==> src/sv/nsc_pkg.sv <==
// Shared types, codes and the hex digit decoder of the NMEA sentence checker.
// Used by nsc_cfg, nsc_track and nmea_sentence_checker; depends on nothing.
package nsc_pkg;

    localparam int unsigned BYTE_W = 8;

    typedef logic [BYTE_W-1:0] t_byte;

    typedef enum logic [1:0] {
        CFG_START  = 2'd0,
        CFG_MARKER = 2'd1,
        CFG_END    = 2'd2,
        CFG_NONE   = 2'd3
    } t_cfg_idx;

    typedef enum logic [1:0] {
        ST_VALID     = 2'd0,
        ST_NO_MARKER = 2'd1,
        ST_MISMATCH  = 2'd2,
        ST_TOO_LONG  = 2'd3
    } t_status;

    typedef struct packed {
        t_byte start_char;
        t_byte marker_char;
        t_byte end_char;
    } t_cfg;

    typedef struct packed {
        t_byte   sentence_byte;
        logic    last;
        t_status status;
        t_byte   computed_sum;
        t_byte   received_sum;
    } t_result;

    // Returns {not_hex, nibble}; a non-hex byte decodes as zero.
    function automatic logic [4:0] hex_nibble(input t_byte c);
        t_byte d;
        logic [4:0] r;
        d = '0;
        r = {1'b1, 4'h0};
        if (c >= 8'd48 && c <= 8'd57) begin
            d = c - 8'd48;
            r = {1'b0, d[3:0]};
        end else if (c >= 8'd65 && c <= 8'd70) begin
            d = c - 8'd55;
            r = {1'b0, d[3:0]};
        end else if (c >= 8'd97 && c <= 8'd102) begin
            d = c - 8'd87;
            r = {1'b0, d[3:0]};
        end
        return r;
    endfunction

endpackage

==> src/sv/nsc_track.sv <==
// Sentence state and checksum logic: framing, running XOR, marker digits and status.
// Depends on nsc_pkg; driven by the input register of the top level.
module nsc_track #(
    parameter int unsigned MAX_LEN = 128
) (
    input  logic              i_clk,
    input  logic              i_rst_n,
    input  nsc_pkg::t_cfg     i_cfg,
    input  nsc_pkg::t_byte    i_byte,
    input  logic              i_advance,
    output logic              o_emit,
    output nsc_pkg::t_result  o_result
);
    import nsc_pkg::*;

    localparam t_byte LP_MAX = t_byte'(MAX_LEN);

    logic       r_in_sentence;
    t_byte      r_running_xor;
    t_byte      r_xor_at_marker;
    logic       r_marker_seen;
    logic [1:0] r_digits;
    t_byte      r_digit_value;
    logic       r_digits_bad;
    t_byte      r_byte_count;

    logic       n_in_sentence;
    t_byte      n_running_xor;
    t_byte      n_xor_at_marker;
    logic       n_marker_seen;
    logic [1:0] n_digits;
    t_byte      n_digit_value;
    logic       n_digits_bad;
    t_byte      n_byte_count;

    logic       is_start;
    logic       is_marker;
    logic       is_end;
    logic [4:0] nib;
    t_status    status;

    assign is_start  = !r_in_sentence && (i_byte == i_cfg.start_char);
    assign is_marker = (i_byte == i_cfg.marker_char);
    assign is_end    = (i_byte == i_cfg.end_char);
    assign nib       = hex_nibble(i_byte);
    assign o_emit    = r_in_sentence || is_start;

    always_comb begin
        n_in_sentence   = r_in_sentence;
        n_running_xor   = r_running_xor;
        n_xor_at_marker = r_xor_at_marker;
        n_marker_seen   = r_marker_seen;
        n_digits        = r_digits;
        n_digit_value   = r_digit_value;
        n_digits_bad    = r_digits_bad;
        n_byte_count    = r_byte_count;
        status          = ST_VALID;

        o_result.sentence_byte = i_byte;
        o_result.last          = 1'b0;
        o_result.status        = ST_VALID;
        o_result.computed_sum  = '0;
        o_result.received_sum  = '0;

        if (!r_in_sentence) begin
            if (is_start) begin
                n_in_sentence   = 1'b1;
                n_running_xor   = '0;
                n_xor_at_marker = '0;
                n_marker_seen   = 1'b0;
                n_digits        = '0;
                n_digit_value   = '0;
                n_digits_bad    = 1'b0;
                n_byte_count    = 8'd1;
            end
        end else begin
            if (is_marker) begin
                n_xor_at_marker = r_running_xor;
                n_marker_seen   = 1'b1;
                n_digits        = '0;
                n_digit_value   = '0;
                n_digits_bad    = 1'b0;
            end else if (r_marker_seen && !r_digits[1]) begin
                n_digits_bad  = r_digits_bad | nib[4];
                n_digit_value = {r_digit_value[3:0], nib[3:0]};
                n_digits      = r_digits + 2'd1;
            end

            if (is_end) begin
                if (r_byte_count >= LP_MAX) begin
                    status = ST_TOO_LONG;
                end else if (!n_marker_seen) begin
                    status = ST_NO_MARKER;
                end else if (!n_digits[1] || n_digits_bad ||
                             (n_digit_value != n_xor_at_marker)) begin
                    status = ST_MISMATCH;
                end else begin
                    status = ST_VALID;
                end
                o_result.last         = 1'b1;
                o_result.status       = status;
                o_result.computed_sum = n_marker_seen ? n_xor_at_marker : r_running_xor;
                o_result.received_sum = n_marker_seen ? n_digit_value : '0;
                n_in_sentence         = 1'b0;
            end else begin
                n_running_xor = r_running_xor ^ i_byte;
                if (r_byte_count != 8'd255) begin
                    n_byte_count = r_byte_count + 8'd1;
                end
            end
        end
    end

    always_ff @(posedge i_clk) begin
        if (!i_rst_n) begin
            r_in_sentence   <= 1'b0;
            r_running_xor   <= '0;
            r_xor_at_marker <= '0;
            r_marker_seen   <= 1'b0;
            r_digits        <= '0;
            r_digit_value   <= '0;
            r_digits_bad    <= 1'b0;
            r_byte_count    <= '0;
        end else if (i_advance) begin
            r_in_sentence   <= n_in_sentence;
            r_running_xor   <= n_running_xor;
            r_xor_at_marker <= n_xor_at_marker;
            r_marker_seen   <= n_marker_seen;
            r_digits        <= n_digits;
            r_digit_value   <= n_digit_value;
            r_digits_bad    <= n_digits_bad;
            r_byte_count    <= n_byte_count;
        end
    end

endmodule

==> config.mk <==
export PLATFORM = sky130hd
export DESIGN_NAME = nsc_track
export DESIGN_NICKNAME = d
export VERILOG_FILES = /design/src/sv/nsc_pkg.sv /design/src/sv/nsc_track.sv
export SDC_FILE = /design/constraint.sdc
export NUM_CORES = 1
export LEC_CHECK = 0
export ABC_AREA = 1
export BUFFER_PORTS_ARGS = -buffer_cell sky130_fd_sc_hd__buf_2
export CAP_MARGIN = 40
export CORE_ASPECT_RATIO = 1.75
export CORE_UTILIZATION = 35
export CTS_CLUSTER_DIAMETER = 40
export CTS_CLUSTER_SIZE = 12
export DETAILED_ROUTE_END_ITERATION = 8
export MAX_ROUTING_LAYER = met4
export PLACE_DENSITY = 0.56
export SYNTH_ARGS = -nofsm -noshare
export SYNTH_HDL_FRONTEND = slang
export SYNTH_SLANG_ARGS = --single-unit
export TNS_END_PERCENT = 30
==> constraint.sdc <==
create_clock -name i_clk -period 3.5 [get_ports i_clk]
set_input_delay 0.35 -clock i_clk [delete_from_list [all_inputs] [get_ports i_clk]]
set_output_delay 0.35 -clock i_clk [all_outputs]
set_load 0.05 [all_outputs]
# [After elaboration in Yosys (flattened, before gate mapping)]
# Cells that the tools add are included.
[totals] ff_bits=37 word_cells=87 in_bits=35 out_inout_bits=28
[op_classes] add_sub_neg=5 muxes=40 eq_ne=8 bitwise_logic=2 n_reduce_logical=16 magnitude_cmp=7
[ops] cell="2-to-1 mux 8 bit" n=16
[ops] cell="2-to-1 mux 19 bit" n=2
[ops] cell="== test 8 bit" n=3
[ops] cell="greater-or-equal comparator 8 x 7 -> 1 bit (second input constant)" n=2
[ops] cell="less-or-equal comparator 8 x 7 -> 1 bit (second input constant)" n=2
[ops] cell="2-to-1 mux 2 bit" n=8
[ops] cell="2-to-1 mux 5 bit" n=3
[ops] cell="2-to-1 mux 1 bit" n=11
[ops] cell="adder 8 x 1 -> 8 bit (second input constant)" n=1
[ops] cell="greater-or-equal comparator 8 x 6 -> 1 bit (second input constant)" n=1
[ops] cell="greater-or-equal comparator 8 bit (second input constant)" n=1
[ops] cell="less-or-equal comparator 8 x 6 -> 1 bit (second input constant)" n=1
[ops] cell="!= test 8 bit" n=1
[ops] cell="!= test 8 bit (second input constant)" n=1
[ops] cell="subtractor 4 x 3 -> 4 bit (second input constant)" n=2
[ops] cell="XOR 8 bit" n=1
[ops] cell="AND reduction 3 bit" n=2
[ops] cell="logical AND 1 bit" n=5
[ops] cell="AND reduction 4 bit" n=1
[ops] cell="subtractor 4 x 1 -> 4 bit (second input constant)" n=1
[ops] cell="zero test 1 bit" n=3
[ops] cell="logical OR 1 bit" n=3
[ops] cell="!= test 3 x 1 -> 1 bit (second input constant)" n=1
[ops] cell="adder 2 x 1 -> 2 bit (second input constant)" n=1
[ops] cell="5 further kinds" n=5

# [Logic depth before layout (Yosys ltp)]
[depth] depth_word=16 ltp_mapped=18 ltp_nobuf=17

# [Worst setup path before layout]
# No wires, ideal clock.
[synth_path] path_kind="in2out" start="in i_byte[3]" end="out o_result[12] in the netlist's numbering" cell_stages=11 slack_ns=0.513 t_arrival_ns=2.637 required_time_ns=3.150 n_path_buf=1 path_cell_list="buf_2 -> inv_1 -> nand2_1 -> o21ai_0 -> inv_1 -> nand4_1 -> nor2_1 -> nand2_2 -> inv_2 -> nand2_1 -> o21ai_0"
[synth_rtl] element="start, declared" line="nsc_track.sv:9" rtl="input nsc_pkg::t_byte i_byte,"
[synth_rtl] element="end, declared" line="nsc_track.sv:12" rtl="output nsc_pkg::t_result o_result"

==> metrics.md <==
| Metric | Value |
|---|---|
| Result of the run | `finished clean` |
| Required time at the endpoint of the critical path | `approximately 3.2 ns` |
| Count of endpoints failing hold in the final timing report | `0` |
| Maximum number of pins on one net before global-route repair | `29` |
| Pre-antenna DRT Iters | `4` |
| TritonCTS clock tree | `built` |
| Unrepaired setup endpoints after global routing | `false` |
| Peak ir drop on the vdd network | `just under 0.2 mV` |
| Syn_nets | `500` |
| Highest clock frequency the design can meet | `between 0.3 and 0.4 GHz` |
| Placed wire-length estimate | `about 6500 µm` |
| Crit path top cell by count | `sky130_fd_sc_hd__nand2_1` |
| Worst min-delay path category | `in -> reg` |
| Layout cells sized above 1 | `18.5%` |
| Power after layout | `just over 1 mW` |
| Clock latency of the later-clocked register in the worst-skew pair | `a little under 0.3 ns` |
| DRC errors left | `0` |
| Global-route wire length before repair | `around 14000 µm` |
| Worst clock skew on the final layout | `a little under 0.006 ns` |
| Placer Congestion | `between 0.8 and 0.9` |
| Multiplexer fraction of the synthesized cell area | `0%` |
| Arrival time of data at the critical path endpoint | `approximately 2.5 ns` |
| Share of synthesized area occupied by flip-flops and latches | `26.6%` |
| Synth Area in Compound Gates | `13.9%` |
| Cell chosen for the clock root | `sky130_fd_sc_hd__clkbuf_16` |
| Final period util | `between 80% and 90%` |
| Category of the most critical setup path | `reg -> out` |
| Average wire per cell in the routed design | `about 14 µm` |
| Number of synthesized register bits | `37` |
| Post-synthesis cell type with the largest combined area | `sky130_fd_sc_hd__dfxtp_1` |
| Hold path cells | `3` |
| # IOs | `63` |
| Crit path max fanout | `13` |
| Global routing usage summed across all routing layers | `22.0%` |
| Critical Path Stages | `13` |
| Most common library cell in the layout ignoring fill and taps | `sky130_fd_sc_hd__nand2_1` |
| Core outline area | `between 0.007 and 0.008 mm²` |
| Syn Inst Count | `460` |
| Relative slew slack | `about three fifths` |
| Total of max-cap violations | `0` |
| Measured slew at the worst slew-check pin | `between 0.6 and 0.7 ns` |
| Remaining antenna violation count after routing | `0` |
| Worst-case reg-to-reg path depth | `8` |
| Reg clk slew, reported paths | `about 0.06 ns` |
| Number of clock sinks | `37` |
| Avg Cell Area, Syn | `between 6 and 7 µm²` |
| Unique masters post-synth | `32` |
| Total negative slack | `0 ns` |
| Slowest-stage cell, CP | `sky130_fd_sc_hd__o21ai_0` |
| First DRT Iteration DRCs | `205` |
| Height of the chip | `between 100 and 150 µm` |
| Leakage power | `approximately 1.5 nW` |
| # diodes | `0` |
| CTS resizes | `0` |
| Grt ovf | `0` |
| Worst setup EP type | `output pin` |
| Cell family contributing the most delay on the critical path | `simple AND/OR/NAND/NOR gates` |
| Element type at the critical path start | `flop` |
| Number of global-route vias before repair | `approximately 2900` |
| X dimension of the die | `between 60 and 70 µm` |
| Time the worst path needs with I/O delays and setup | `roughly 2.8 ns` |
| Adder and majority cell fraction of the synthesized area | `under 10%` |
| Total power density per cell area | `~320 mW/mm²` |
| CTS buffer count | `5` |
| Max Root-Sink Buffers | `2` |
| Synthesis-to-finish area growth | `16.7%` |
| Setup Buffers After CTS | `0` |
| Post-synthesis instance area | `about 0.0028 mm²` |
| Dominant combinational cell family by area after synthesis | `simple AND/OR/NAND/NOR gates` |
| Cell types occupying the most area after synthesis | `sky130_fd_sc_hd__dfxtp_1, sky130_fd_sc_hd__nand2_1, sky130_fd_sc_hd__nand3_1, sky130_fd_sc_hd__a21oi_1, sky130_fd_sc_hd__inv_1` |
| Initial antenna violation count | `0` |
| Cells along the critical path | `inv_1, nand2_1, o21ai_0, nand2_1, nand3_1, nand2_1, nor2_1, nand2_1, nor2_1, nand2_1, nand2_1, nand2_1, buf_2` |
| CTS H-tree depth | `2` |
| Port Buffers | `between 60 and 70` |
| Number of cell rows | `42` |
| Simple-gate area share of the yosys netlist | `approximately two fifths` |
| Post-layout nets | `between 500 and 600` |
| Final-report max-slew violation count | `0` |
| Final routed wirelength across all metal layers | `8470 µm` |
| Max incr delay on CP | `0.55 ns` |
| Commonest cells after routing, fill and taps aside | `sky130_fd_sc_hd__nand2_1, sky130_fd_sc_hd__buf_2, sky130_fd_sc_hd__nand3_1, sky130_fd_sc_hd__inv_1, sky130_fd_sc_hd__nor2_1` |
| Synth Area in XOR/XNOR | `5.36%` |
| Warnings from Yosys | `0` |
| DR vias | `approximately 3100` |
| Final setup viols | `0` |
| Per-cell via count in the routed design | `5.13` |
| Area of the die | `0.00832 mm²` |
| Starting Density | `a little over a third` |
| Buf+Inv Stages, Crit Path | `2` |
| Post-synth top area share | `around a quarter` |
| Hold-fix buffers, CTS | `0` |
## metal layers
metal  vias to the layer above  share of wire [%]  wire length (µm)  GRT usage [%]
li1                       1555                  -                 -              -
met3                        16                3.7               311           3.27
met5                         -                  0                 0              -
met2                        79                 54              4560           39.1
met4                         0                2.6               216           9.06
met1                      1414                 40              3380           24.2
## final cells by class
type                            instances  area, µm²
Multi-Input combinational cell        345       1690
Sequential cell                        37        741
Clock inverter                          1       5.00
Clock buffer                            7        153
Timing Repair Buffer                   63        338
Inverter                               56        210
Fill cell                             819       4380
Tap cell                               88        110
## sequential cells by signal (all words and copies together), names as in the netlist
register         cells
r_digit_value        8
r_digits             2
r_marker_seen        1
r_xor_at_marker      8
r_byte_count         8
r_digits_bad         1
r_running_xor        8
r_in_sentence        1
## worst reg2reg max path, cell delays in order, from the launching register on
cell,delay (ns)
sky130_fd_sc_hd__dfxtp_1,0.46
sky130_fd_sc_hd__inv_1,0.21
sky130_fd_sc_hd__nand2_1,0.16
sky130_fd_sc_hd__nand2_2,0.32
sky130_fd_sc_hd__nor2_8,0.33
sky130_fd_sc_hd__o21ai_4,0.15
sky130_fd_sc_hd__inv_2,0.14
sky130_fd_sc_hd__nand3_1,0.08
sky130_fd_sc_hd__a21oi_1,0.12
## final timing paths
path	slack (ns)	to	from
min reg2reg	0.46	r_digit_value[0]	r_digit_value[0]
min	0.35	r_byte_count[0]	i_rst_n
max reg2reg	1.45	r_byte_count[1]	r_in_sentence
max	0.67	o_result[17]	r_digits[1]
## cells by family after synthesis
kind of cell	Yosys count
AOI/OAI and AO/OA	70
xor gates and xnor gates	17
and+or+nand+nor	253
buffers and inverters	78
adders and majority gates	5
DFF	37
## Yosys cell counts
library cell	n
sky130_fd_sc_hd__nand3_1	49
sky130_fd_sc_hd__nor3_1	3
sky130_fd_sc_hd__nand2_4	1
sky130_fd_sc_hd__or2_0	1
sky130_fd_sc_hd__clkbuf_1	3
sky130_fd_sc_hd__o21ai_4	1
sky130_fd_sc_hd__nor2b_1	1
sky130_fd_sc_hd__inv_2	7
sky130_fd_sc_hd__o22ai_1	7
sky130_fd_sc_hd__xnor2_1	6
sky130_fd_sc_hd__nand2_2	6
sky130_fd_sc_hd__a21oi_2	1
sky130_fd_sc_hd__ha_1	5
sky130_fd_sc_hd__o21ai_2	2
sky130_fd_sc_hd__buf_2	8
sky130_fd_sc_hd__o211ai_1	2
sky130_fd_sc_hd__buf_4	9
sky130_fd_sc_hd__o21ai_1	3
sky130_fd_sc_hd__or2_1	2
sky130_fd_sc_hd__nand2_1	137
sky130_fd_sc_hd__nor2_2	3
sky130_fd_sc_hd__o21ai_0	18
sky130_fd_sc_hd__xor2_1	11
sky130_fd_sc_hd__nor2_1	43
sky130_fd_sc_hd__inv_1	48
sky130_fd_sc_hd__nor3_2	1
sky130_fd_sc_hd__nor2_8	1
sky130_fd_sc_hd__nand4_1	5
sky130_fd_sc_hd__clkinv_1	1
sky130_fd_sc_hd__a21oi_1	36
sky130_fd_sc_hd__buf_6	2
sky130_fd_sc_hd__dfxtp_1	37
## report_power, final
part | internal, mW | switching [mW] | leakage, nW
logic | 0.0424 | 0.0825 | 1.11
clock network | 0.302 | 0.186 | 0.0799
registers | 0.422 | 0.000388 | 0.298
## through the flow
| stage | utilization, % | std cells | cell area [µm²] | setup WS, ns | hold slack, ns |
|---|---|---|---|---|---|
| final | 42.6 | 597 | 3240 | 0.673 | 0.355 |
| after floorplan | - | 460 | 2780 | 0.513 | 0.439 |
| after detailed placement | 40.5 | 589 | 3090 | 0.782 | 0.455 |
| after global routing | 42.6 | 597 | 3240 | 0.466 | 0.379 |
| after CTS | 42.6 | 597 | 3240 | 0.696 | 0.347 |
| after global placement | 40.1 | 588 | 3060 | 0.789 | 0.447 |
(Power assumes the default switching activity.)
